## src/rtl/core/tsfd_pkg.sv

```systemverilog
`timescale 1ns / 1ps

package tsfd_pkg;

  // Number of samples carried by one frame (1 to 256).
  localparam int SAMPLES_PER_FRAME = 200;

  // Queue between the framing front end and the sample back end.
  localparam int QUEUE_DEPTH = 4;
  localparam int QPTR_W      = $clog2(QUEUE_DEPTH);

  // Result queue at the output of the back end.
  localparam int OUT_DEPTH = 4;
  localparam int OPTR_W    = $clog2(OUT_DEPTH);

  // Configuration register indexes.
  localparam logic [7:0] REG_REF_TYPE  = 8'd0;
  localparam logic [7:0] REG_ERR_TYPE  = 8'd1;
  localparam logic [7:0] REG_REF_SCALE = 8'd2;
  localparam logic [7:0] REG_ERR_SCALE = 8'd3;

  // Reset values of the configuration registers.
  localparam logic [15:0] REF_TYPE_RESET  = 16'd0;
  localparam logic [15:0] ERR_TYPE_RESET  = 16'd1;
  localparam logic [12:0] REF_SCALE_RESET = 13'd1004;
  localparam logic [12:0] ERR_SCALE_RESET = 13'd1004;

  // Reset values of the per-channel running extremes.
  localparam logic signed [15:0] MIN_RESET = 16'sd32767;
  localparam logic signed [15:0] MAX_RESET = -16'sd32767;

  // Full-scale divisor of the scaled value.
  localparam logic [15:0] SCALE_DIV = 16'd32767;

  typedef struct packed {
    logic [15:0] ref_type_code;
    logic [15:0] err_type_code;
    logic [12:0] ref_gain;
    logic [12:0] err_gain;
  } cfg_regs_t;

  typedef struct packed {
    logic               channel;
    logic [7:0]         sample_index;
    logic signed [15:0] raw_sample;
    logic               frame_last;
  } sample_t;

  typedef struct packed {
    logic               channel;
    logic [7:0]         sample_index;
    logic signed [15:0] raw_sample;
    logic signed [13:0] scaled_value;
    logic signed [15:0] running_min;
    logic signed [15:0] running_max;
    logic               frame_last;
  } result_t;

  // Handshake between the sample queue and the back end.
  typedef struct packed {
    logic empty;
    logic full;
  } queue_status_t;

endpackage

```

## src/rtl/core/tsfd_front.sv

```systemverilog
`timescale 1ns / 1ps

module tsfd_front import tsfd_pkg::*; (
  input  logic      clk,
  input  logic      rst,
  input  logic      accept,
  input  logic [7:0] rx_byte,
  input  cfg_regs_t cfg,
  output logic      sample_push,
  output sample_t   sample
);

  logic [7:0] held_byte;
  logic       held_valid;
  logic       in_payload;
  logic       frame_channel;
  logic [7:0] sample_counter;
  logic       low_half_pending;

  logic [15:0] word;
  logic        ref_hit;
  logic        err_hit;
  logic        last;

  assign word    = {rx_byte, held_byte};
  assign ref_hit = (word == cfg.ref_type_code);
  assign err_hit = (word == cfg.err_type_code);
  assign last    = ({1'b0, sample_counter} + 9'd1) >= 9'(SAMPLES_PER_FRAME);

  // A sample is complete when its high byte arrives.
  assign sample_push         = accept && in_payload && low_half_pending;
  assign sample.channel      = frame_channel;
  assign sample.sample_index = sample_counter;
  assign sample.raw_sample   = signed'(word);
  assign sample.frame_last   = last;

  always_ff @(posedge clk) begin
    if (rst) begin
      held_byte        <= '0;
      held_valid       <= 1'b0;
      in_payload       <= 1'b0;
      frame_channel    <= 1'b0;
      sample_counter   <= '0;
      low_half_pending <= 1'b0;
    end else if (accept) begin
      if (!in_payload) begin
        if (!held_valid) begin
          held_byte  <= rx_byte;
          held_valid <= 1'b1;
        end else if (ref_hit || err_hit) begin
          // The reference code wins when both codes are equal.
          frame_channel    <= !ref_hit;
          in_payload       <= 1'b1;
          held_valid       <= 1'b0;
          sample_counter   <= '0;
          low_half_pending <= 1'b0;
        end else begin
          held_byte <= rx_byte;
        end
      end else if (!low_half_pending) begin
        held_byte        <= rx_byte;
        low_half_pending <= 1'b1;
      end else begin
        low_half_pending <= 1'b0;
        if (last) begin
          in_payload     <= 1'b0;
          held_valid     <= 1'b0;
          sample_counter <= '0;
        end else begin
          sample_counter <= sample_counter + 8'd1;
        end
      end
    end
  end

endmodule

```

## src/rtl/core/tsfd_queue.sv

```systemverilog
`timescale 1ns / 1ps

module tsfd_queue import tsfd_pkg::*; (
  input  logic          clk,
  input  logic          rst,
  input  logic          push,
  input  sample_t       item_in,
  input  logic          pop,
  output sample_t       item_out,
  output queue_status_t status
);

  sample_t           entries [QUEUE_DEPTH];
  logic [QPTR_W-1:0] wptr;
  logic [QPTR_W-1:0] rptr;
  logic [QPTR_W:0]   count;
  logic              do_push;
  logic              do_pop;

  assign status.empty = (count == '0);
  assign status.full  = (count == (QPTR_W+1)'(QUEUE_DEPTH));
  assign do_push      = push && !status.full;
  assign do_pop       = pop && !status.empty;
  assign item_out     = entries[rptr];

  always_ff @(posedge clk) begin
    if (do_push) begin
      entries[wptr] <= item_in;
    end
  end

  always_ff @(posedge clk) begin
    if (rst) begin
      wptr  <= '0;
      rptr  <= '0;
      count <= '0;
    end else begin
      if (do_push) begin
        wptr <= wptr + 1'b1;
      end
      if (do_pop) begin
        rptr <= rptr + 1'b1;
      end
      if (do_push && !do_pop) begin
        count <= count + 1'b1;
      end else if (do_pop && !do_push) begin
        count <= count - 1'b1;
      end
    end
  end

endmodule

```

## src/rtl/core/tsfd_back.sv

```systemverilog
`timescale 1ns / 1ps

module tsfd_back import tsfd_pkg::*; (
  input  logic          clk,
  input  logic          rst,
  input  cfg_regs_t     cfg,
  input  queue_status_t q_status,
  input  sample_t       q_item,
  output logic          q_pop,
  input  logic          pop,
  output logic          empty,
  output result_t       result
);

  // Stage 1: product and running extremes.
  logic               v1;
  sample_t            item1;
  logic signed [29:0] prod1;
  logic signed [15:0] min1;
  logic signed [15:0] max1;

  // Stage 2: magnitude split for the division by 32767.
  logic               v2;
  sample_t            item2;
  logic signed [15:0] min2;
  logic signed [15:0] max2;
  logic               neg2;
  logic [12:0]        quo2;
  logic [15:0]        rem2;

  logic signed [15:0] ch_min [2];
  logic signed [15:0] ch_max [2];

  result_t           outq [OUT_DEPTH];
  logic [OPTR_W-1:0] owptr;
  logic [OPTR_W-1:0] orptr;
  logic [OPTR_W:0]   ocount;
  logic [OPTR_W+1:0] occupancy;
  logic              out_pop;

  logic signed [15:0] cur_min;
  logic signed [15:0] cur_max;
  logic signed [15:0] new_min;
  logic signed [15:0] new_max;
  logic signed [13:0] scale;
  logic [29:0]        mag;
  logic [13:0]        qmag;
  result_t            res_in;

  // Take a sample only when the result queue has room for it and for
  // everything still in the pipeline.
  assign occupancy = (OPTR_W+2)'(ocount) + (OPTR_W+2)'(v1) + (OPTR_W+2)'(v2);
  assign q_pop     = !q_status.empty && (occupancy < (OPTR_W+2)'(OUT_DEPTH));

  assign cur_min = ch_min[q_item.channel];
  assign cur_max = ch_max[q_item.channel];
  assign new_min = (q_item.raw_sample < cur_min) ? q_item.raw_sample : cur_min;
  assign new_max = (q_item.raw_sample > cur_max) ? q_item.raw_sample : cur_max;
  assign scale   = signed'({1'b0, q_item.channel ? cfg.err_gain : cfg.ref_gain});

  assign mag = prod1[29] ? 30'(-prod1) : 30'(prod1);

  always_ff @(posedge clk) begin
    if (rst) begin
      v1        <= 1'b0;
      v2        <= 1'b0;
      ch_min[0] <= MIN_RESET;
      ch_min[1] <= MIN_RESET;
      ch_max[0] <= MAX_RESET;
      ch_max[1] <= MAX_RESET;
    end else begin
      v1 <= q_pop;
      v2 <= v1;
      if (q_pop) begin
        ch_min[q_item.channel] <= new_min;
        ch_max[q_item.channel] <= new_max;
      end
    end
  end

  always_ff @(posedge clk) begin
    item1 <= q_item;
    prod1 <= 30'(q_item.raw_sample) * 30'(scale);
    min1  <= new_min;
    max1  <= new_max;
    item2 <= item1;
    min2  <= min1;
    max2  <= max1;
    neg2  <= prod1[29];
    // With q = m >> 15 the remainder m - 32767*q is (m mod 32768) + q,
    // which stays below twice the divisor.
    quo2  <= mag[27:15];
    rem2  <= {1'b0, mag[14:0]} + {3'b000, mag[27:15]};
  end

  assign qmag = {1'b0, quo2} + ((rem2 >= SCALE_DIV) ? 14'd1 : 14'd0);

  always_comb begin
    res_in.channel      = item2.channel;
    res_in.sample_index = item2.sample_index;
    res_in.raw_sample   = item2.raw_sample;
    res_in.scaled_value = neg2 ? -signed'(qmag) : signed'(qmag);
    res_in.running_min  = min2;
    res_in.running_max  = max2;
    res_in.frame_last   = item2.frame_last;
  end

  assign empty   = (ocount == '0);
  assign out_pop = pop && !empty;
  assign result  = outq[orptr];

  always_ff @(posedge clk) begin
    if (v2) begin
      outq[owptr] <= res_in;
    end
  end

  always_ff @(posedge clk) begin
    if (rst) begin
      owptr  <= '0;
      orptr  <= '0;
      ocount <= '0;
    end else begin
      if (v2) begin
        owptr <= owptr + 1'b1;
      end
      if (out_pop) begin
        orptr <= orptr + 1'b1;
      end
      if (v2 && !out_pop) begin
        ocount <= ocount + 1'b1;
      end else if (out_pop && !v2) begin
        ocount <= ocount - 1'b1;
      end
    end
  end

endmodule

```

## src/rtl/core/typed_sample_frame_deframer_unit.sv

```systemverilog
`timescale 1ns / 1ps

// Typed sample frame deframer.
// Input channel: one received byte per transfer on rx_byte, taken on a clock edge
// with push high and full low. Bytes may arrive in every cycle. The front end hunts
// for a little-endian type word equal to the reference or error type code, sliding
// by one byte on a mismatch, then gathers SAMPLES_PER_FRAME signed 16-bit samples.
// Result channel: each completed sample gives one result transfer, shown while empty
// is low and taken on a clock edge with pop high. A result carries the channel, the
// sample index, the raw sample, trunc(sample*scale/32767), the running minimum and
// maximum of that channel since reset, and a last-sample flag.
// Path: the sample passes a four-entry queue, a multiply stage and a division stage,
// then a four-entry result queue. Throughput is one byte per cycle while full is low,
// and each result takes two of those bytes; the front end never waits on the arithmetic.
// When the receiver stalls, the result queue fills, the back end stops draining the
// sample queue, and full rises once that queue is full as well.
// Configuration: a write transfer on cfg_valid/cfg_ready (ready is always high) sets
// the register chosen by cfg_index; unknown indexes are ignored.
// Reset (rst, synchronous) empties both queues, restarts the hunt and restores the
// register defaults and the running extremes.

module typed_sample_frame_deframer_unit import tsfd_pkg::*; (
  input  logic               clk,
  input  logic               rst,
  input  logic [7:0]         rx_byte,
  input  logic               push,
  output logic               full,
  output logic               empty,
  input  logic               pop,
  output logic               channel,
  output logic [7:0]         sample_index,
  output logic signed [15:0] raw_sample,
  output logic signed [13:0] scaled_value,
  output logic signed [15:0] running_min,
  output logic signed [15:0] running_max,
  output logic               frame_last,
  input  logic               cfg_valid,
  output logic               cfg_ready,
  input  logic [7:0]         cfg_index,
  input  logic [15:0]        cfg_data
);

  cfg_regs_t     cfg;
  queue_status_t q_status;
  logic          accept;
  logic          sample_push;
  sample_t       sample;
  sample_t       q_item;
  logic          q_pop;
  result_t       result;

  // The register port never stalls.
  assign cfg_ready = 1'b1;

  always_ff @(posedge clk) begin
    if (rst) begin
      cfg.ref_type_code <= REF_TYPE_RESET;
      cfg.err_type_code <= ERR_TYPE_RESET;
      cfg.ref_gain      <= REF_SCALE_RESET;
      cfg.err_gain      <= ERR_SCALE_RESET;
    end else if (cfg_valid && cfg_ready) begin
      case (cfg_index)
        REG_REF_TYPE:  cfg.ref_type_code <= cfg_data;
        REG_ERR_TYPE:  cfg.err_type_code <= cfg_data;
        REG_REF_SCALE: cfg.ref_gain      <= cfg_data[12:0];
        REG_ERR_SCALE: cfg.err_gain      <= cfg_data[12:0];
        default: begin
        end
      endcase
    end
  end

  // A byte is taken whenever the sample queue has room, even if this
  // byte completes no sample.
  assign full   = q_status.full;
  assign accept = push && !full;

  tsfd_front u_front (
    .clk         (clk),
    .rst         (rst),
    .accept      (accept),
    .rx_byte     (rx_byte),
    .cfg         (cfg),
    .sample_push (sample_push),
    .sample      (sample)
  );

  tsfd_queue u_queue (
    .clk      (clk),
    .rst      (rst),
    .push     (sample_push),
    .item_in  (sample),
    .pop      (q_pop),
    .item_out (q_item),
    .status   (q_status)
  );

  tsfd_back u_back (
    .clk      (clk),
    .rst      (rst),
    .cfg      (cfg),
    .q_status (q_status),
    .q_item   (q_item),
    .q_pop    (q_pop),
    .pop      (pop),
    .empty    (empty),
    .result   (result)
  );

  assign channel      = result.channel;
  assign sample_index = result.sample_index;
  assign raw_sample   = result.raw_sample;
  assign scaled_value = result.scaled_value;
  assign running_min  = result.running_min;
  assign running_max  = result.running_max;
  assign frame_last   = result.frame_last;

  // The running minimum always includes the sample it travels with.
  a_min_covers_sample: assert property (@(posedge clk) disable iff (rst)
    !empty |-> (running_min <= raw_sample))
    else $error("running minimum above its own sample");

  // The maximum covers its sample, except that it may rest at its reset
  // value while only the most negative sample has been seen.
  a_max_covers_sample: assert property (@(posedge clk) disable iff (rst)
    !empty |-> ((running_max >= raw_sample) || (raw_sample == 16'sh8000)))
    else $error("running maximum below its own sample");

  // The frame ends exactly at the configured sample count.
  a_last_index: assert property (@(posedge clk) disable iff (rst)
    !empty |-> (frame_last == (sample_index == 8'(SAMPLES_PER_FRAME - 1))))
    else $error("last flag and sample index disagree");

  // A sample that is not negative never gets a negative scaled value.
  a_scaled_sign: assert property (@(posedge clk) disable iff (rst)
    (!empty && (raw_sample >= 16'sd0)) |-> (scaled_value >= 14'sd0))
    else $error("scaled value sign flipped");

endmodule

```

## config.mk

```make
export PLATFORM = sky130hd
export DESIGN_NAME = typed_sample_frame_deframer_unit
export DESIGN_NICKNAME = d
export VERILOG_FILES = /design/src/rtl/core/tsfd_pkg.sv /design/src/rtl/core/tsfd_front.sv /design/src/rtl/core/tsfd_queue.sv /design/src/rtl/core/tsfd_back.sv /design/src/rtl/core/typed_sample_frame_deframer_unit.sv
export SDC_FILE = /design/constraint.sdc
export NUM_CORES = 1
export LEC_CHECK = 0
export ABC_AREA = 1
export BUFFER_PORTS_ARGS = -buffer_cell sky130_fd_sc_hd__buf_2
export CORE_ASPECT_RATIO = 1.4
export CORE_MARGIN = 1
export CORE_UTILIZATION = 55
export DETAILED_ROUTE_END_ITERATION = 6
export PLACE_DENSITY = 0.72
export SETUP_SLACK_MARGIN = 0.15
export SYNTH_ARGS = -nofsm -noshare
export SYNTH_HDL_FRONTEND = slang
export SYNTH_HIERARCHICAL = 1
export SYNTH_SLANG_ARGS = --single-unit
```

## constraint.sdc

```tcl
create_clock -name clk -period 9.8 [get_ports clk]
set_input_delay 0.49 -clock clk [delete_from_list [all_inputs] [get_ports clk]]
set_output_delay 0.49 -clock clk [all_outputs]
set_load 0.05 [all_outputs]
```

**After elaboration in Yosys (flattened, before gate mapping)**

Memory sizes are Yosys's and may differ from the RTL's. A register that Yosys moved wholly into a read port is not among the register bits.
Cells that the tools add are included.

- Output and inout port bits: 75
- Memory bits (writable): 456
- Word-level logic and storage cells: 161
- Input port bits: 37
- Memories kept: 4
- Register bits: 270

Memories:

| memory | words | bits a word | read ports | clocked after Yosys merged registers in | wr ports | RTL line | source |
|---|---|---|---|---|---|---|---|
| u_back.outq | 4 | 72 | 1 | 1 | 1 | tsfd_back.sv:34 | `result_t outq [OUT_DEPTH];` |
| u_queue.entries | 4 | 26 | 1 | 1 | 1 | tsfd_queue.sv:13 | `sample_t entries [QUEUE_DEPTH];` |
| u_back.ch_max | 2 | 16 | 1 | 0 | 2 | tsfd_back.sv:32 | `logic signed [15:0] ch_max [2];` |
| u_back.ch_min | 2 | 16 | 1 | 0 | 2 | tsfd_back.sv:31 | `logic signed [15:0] ch_min [2];` |

- Multiplexer cells: 52
- Reductions and logical operators: 38
- Order comparisons: 5
- Eq/ne operators: 10
- Multiply operators: 1
- Add/subtract/negate cells: 16
- Bitwise gates (word level): 1

Operator list:

| kind | count |
|---|---|
| 2-to-1 mux 8 bit | 9 |
| 2-to-1 mux 16 bit | 4 |
| == test 16 bit | 2 |
| OR reduction 16 bit | 2 |
| multiplier 16 x 14 -> 30 bit | 1 |
| 2-to-1 mux 1 bit | 28 |
| 2-to-1 mux 28 bit | 1 |
| negation 28 bit | 1 |
| adder 15 x 13 -> 16 bit | 1 |
| == test 8 x 2 -> 1 bit (second input constant) | 2 |
| >= comparator 16 x 15 -> 1 bit (second input constant) | 1 |
| > comparator 16 bit | 1 |
| less-than comparator 16 bit | 1 |
| adder 13 x 14 -> 14 bit | 1 |
| 2-to-1 mux 14 bit | 1 |
| negation 14 bit | 1 |
| 2-to-1 mux 13 bit | 1 |
| 2-to-1 mux 3 bit | 4 |
| logical AND 1 bit | 11 |
| adder 8 x 1 -> 9 bit (second input constant) | 1 |
| >= comparator 9 x 8 -> 1 bit (second input constant) | 1 |
| AND reduction 3 bit | 3 |
| adder 2 x 1 -> 2 bit (second input constant) | 4 |
| adder 8 x 1 -> 8 bit (second input constant) | 1 |
| 18 further kinds | 40 |

**Depth between registers and ports, before layout**

- Word-level depth: 10
- Gate-level depth with buffers: 33

**Hierarchy**

The synthesis kept the hierarchy.

By module, submodules not included:

| module | seq. area each (um2) | cells each | times used | area an instance (um2) |
|---|---|---|---|---|
| tsfd_back | 14,293.7 | 2,727 | 1 | 28,733.8 |
| tsfd_queue | 3,303.2 | 321 | 1 | 4,337.9 |
| typed_sample_frame_deframer_unit | 1,161.1 | 338 | 1 | 2,517.4 |
| tsfd_front | 400.4 | 331 | 1 | 1,815.5 |

**Worst setup path after synthesis**

OpenSTA, ideal clock, no wires.

- Path type: flip-flop to flip-flop
- Start: reg (tool-made name)
- End: reg u_back.prod1[27]
- Required time: 9.682 ns
- Arrival: 6.814 ns
- Cell stages (with the launch flop): 30
- Buffers on the path: 5
- Clock period less this slack: 6.932 ns
- Path slack: 2.868 ns
- Cells stage by stage: dfxtp_1 -> buf_6 -> inv_4 -> buf_2 -> o21ai_1 -> o22ai_1 -> buf_4 -> buf_2 -> mux2i_1 -> buf_2 -> nor2_1 -> fa_1 -> fa_1 -> inv_1 -> fa_1 -> inv_1 -> fa_1 -> fa_1 -> inv_1 -> fa_1 -> inv_1 -> ha_1 -> nand2_1 -> nor2_1 -> inv_1 -> nor3_1 -> nand3_1 -> nand3_1 -> a21oi_1 -> xnor2_1

RTL lines:

| what | RTL line | source |
|---|---|---|
| end signal, assigned | tsfd_back.sv:83 | `prod1 <= 30'(q_item.raw_sample) * 30'(scale);` |
| end, declared | tsfd_back.sv:18 | `logic signed [29:0] prod1;` |

==> run metrics <==
slew at the pin closest to its max-slew limit 0.986 ns; die outline area 0.0691 sq mm; number of pins with negative max-slew slack in the final report 0; proportion of layout cells with a drive suffix above 1 10.4%; cells after synthesis roughly 3,700; fraction of registers with async set/reset 0%; most numerous cell types in the synthesized netlist 518 x sky130_fd_sc_hd__nand2_1, 517 x sky130_fd_sc_hd__nor2_1, 482 x sky130_fd_sc_hd__inv_1, 456 x sky130_fd_sc_hd__edfxtp_1, 273 x sky130_fd_sc_hd__dfxtp_1; final setup violation count 0; DR vias/cell approximately 5.4; standard-cell rows 112; share of the core filled with cells 61.0%; half-perimeter wire length of the detailed placement result 55,800 um; Port Buffers 110; setup_tns 0 ns; post-synthesis average cell area 10.1 sq um; root buffer cell sky130_fd_sc_hd__clkbuf_16; Internal Pwr Total 0.00574 W; Overall Global Routing Usage 24.3%; number of inserted filler cells in the final layout 5,484; critical path class flop to flop; post-detailed-route DRC marker count 0; antenna diode count 0; arrival time of data at the critical path endpoint 8.89 ns; clock tree from TritonCTS yes; Fmax achieved 0.120 GHz; initial antenna violation count 0; Core Area 0.0670 sq mm; total congestion overflow 0; Top FF cell, synth sky130_fd_sc_hd__edfxtp_1; die extent in x 222 um; cell type group with the largest total delay on the critical path adder cells; Sink Count 729; Longest Clk Path Bufs 3; P per Cell Area ~210 mW/mm^2; cell area after synthesis 0.0374 sq mm; Placed Instance Area 0.0386 sq mm; clock input transition at the sequential cells of the worst setup and hold paths roughly 0.07 ns; sequential share of the synthesized area about 50%; Logic pwr share 28.2%; final critical-path share of the clock period about 85%; Worst Path Required 10.35 ns; total power after layout 0.00872 W; per-cell routed wire length 17.5 um; static leakage power 17.2 nW; unrepaired setup endpoints after global routing false; largest net degree at the start of global routing 87; Sw Ratio ~34%; overall via count from detail_route 25,400; Post CTS Setup Buffer Count 0; clock insertion delay at the later pin of the skew report 0.61 ns; CTS-repair resized insts 0; kind of end point of the critical path flop; crit path time final 8.34 ns; placer's final routability congestion estimate 0.905; Synthesized Nets 4,094; hold violation count in the final report 0; number of global-route vias before repair 25,400; number of placed I/O pins 112; number of levels in the clock H-tree 3; floorplan die height 311 um; cts-stage hold buffer count 0; number of violations reported at the end of detailed-routing iteration 0 1,740; wire length of the first global-routing pass 132,000 um; proportion of netlist area held by the largest area contributor 36.6%; part of the total power dissipated in sequential elements a little over two fifths; Setup crit start kind flop; area leader, netlist sky130_fd_sc_hd__edfxtp_1; cell with the largest stage delay on the worst path sky130_fd_sc_hd__dfxtp_1; DR pass1 iterations 6; top-count cell post-synth sky130_fd_sc_hd__nand2_1; area growth from synthesis to layout 9.16%; flop and latch count out of synthesis 729; run status completed; Net count, final 4,169; number of nets still failing antenna checks after routing 0; worst clock skew 0.0313 ns; portion of total power attributed to the clock network 29.9%; number of distinct library cell variants in the gate-level netlist after synthesis 57; number of clock buffers inserted by TritonCTS 68; Relative slew margins 34.2%; highest ir drop seen on vdd roughly 130 uV; drt total wl 82,400 um; max incr delay on CP 0.83 ns; initial core utilization 55.8%; synthesis warning total 6; largest cells by area after synthesis sky130_fd_sc_hd__edfxtp_1 37%, sky130_fd_sc_hd__dfxtp_1 15%, sky130_fd_sc_hd__fa_1 11%, sky130_fd_sc_hd__nand2_1 5.2%, sky130_fd_sc_hd__nor2_1 5.2%; count of buffer and inverter cells on the critical path 7; biggest fanout along the worst timing path 52; final std cell area, no fill just over 0.04 sq mm; Hold Path Class input port to flop; max-cap violations 0; number of synthesized flops with an enable pin approximately 460; total net switching power 0.00298 W
kinds of logic after synthesis:
kind of cell             after synthesis  share of synthesized area, %
AO/OA/AOI/OAI                        526                          7.65
XOR/XNOR                              94                          2.25
adder cells (fa/ha/maj)              340                          15.5
buffers and inverters                653                          7.34
flip-flops                           729                          51.2
multiplexers                          20                         0.535
other                                  1                        0.0100
AND/OR/NAND/NOR                     1354                          15.5
state kept, by name (all words and copies together), names as in the netlist, 16 cells and up, named ones only:
signal	count
u_back/max1	16
u_back/rem2	16
u_back/min2	16
u_back/ch_max	32
cfg	58
u_back/item2	26
u_back/item1	26
u_back/min1	16
u_back/prod1	29
u_back/ch_min	32
u_back/max2	16
u_back/outq	288
u_queue/entries	104
power by group through the flow:
stage / clock network (W) / registers (W) / logic (W)
after global placement: 0 / 0.00371 / 0.00243
final: 0.00261 / 0.00365 / 0.00246
after floorplan: 0 / 0.00363 / 0.00194
after detailed placement: 0 / 0.00372 / 0.00247
after global routing: 0.00279 / 0.00367 / 0.00272
after CTS: 0.00266 / 0.00365 / 0.00248
cell type report:
cell class / instances / area (sq um) / share of cell area [%]
Tap cell: 855 / 1070 / 2.62
Sequential cell: 729 / 19200 / 46.9
Clock buffer: 99 / 2020 / 4.94
Multi-Input combinational cell: 2335 / 15600 / 38.1
Timing Repair Buffer: 153 / 873 / 2.14
Inverter: 505 / 1900 / 4.65
Clock inverter: 27 / 238 / 0.582
worst paths after layout:
kind,from,end,slack (ns),depth (start not counted)
setup / recovery,flop,u_back/prod1[19]$_DFF_P_,1.46,25
hold / removal,cfg_data[5],cfg[18]$_SDFFE_PP1P_,0.14,3
setup reg to reg,flop,u_back/prod1[19]$_DFF_P_,1.46,25
hold reg to reg,u_back/max1[12]$_DFF_P_,u_back/max2[12]$_DFF_P_,0.33,0
worst min-delay path, stage by stage:
cell	delay, ns
sky130_fd_sc_hd__buf_2	0.10
sky130_fd_sc_hd__nand3_1	0.07
sky130_fd_sc_hd__nand3_1	0.07
metrics by stage:
| step | cells | hold WS [ns] | worst slack, ns |
|---|---|---|---|
| floorplan | 3717 | 0.310 | 2.87 |
| global placement | 4577 | 0.312 | 1.62 |
| detailed placement | 4577 | 0.312 | 1.56 |
| CTS | 4703 | 0.110 | 1.44 |
| global route | 4703 | 0.137 | 0.973 |
| finish | 4703 | 0.141 | 1.46 |
layer usage:
| metal | GRT usage [%] | part of all wire, % | up-vias |
|---|---|---|---|
| met2 | 44.2 | 52 | 669 |
| met4 | 8.92 | 3.3 | 0 |
| met3 | 2.83 | 4.9 | 160 |
| met1 | 29.3 | 40 | 12300 |
| met5 | 0 | 0 | - |
| li1 | - | - | 12300 |
placed cells by master (no fill, tap or decap), drive strengths merged, types with 24 or more instances in the layout:
cell type / instances
nand2: 556
nor2: 530
inv: 505
edfxtp: 456
dfxtp: 273
o21ai: 272
fa: 205
nand3: 182
buf: 153
ha: 135
a21oi: 125
clkbuf: 99
o22ai: 98
xor2: 70
or2: 36
clkinv: 25
xnor2: 24
Power figures use the tool's default switching activity.
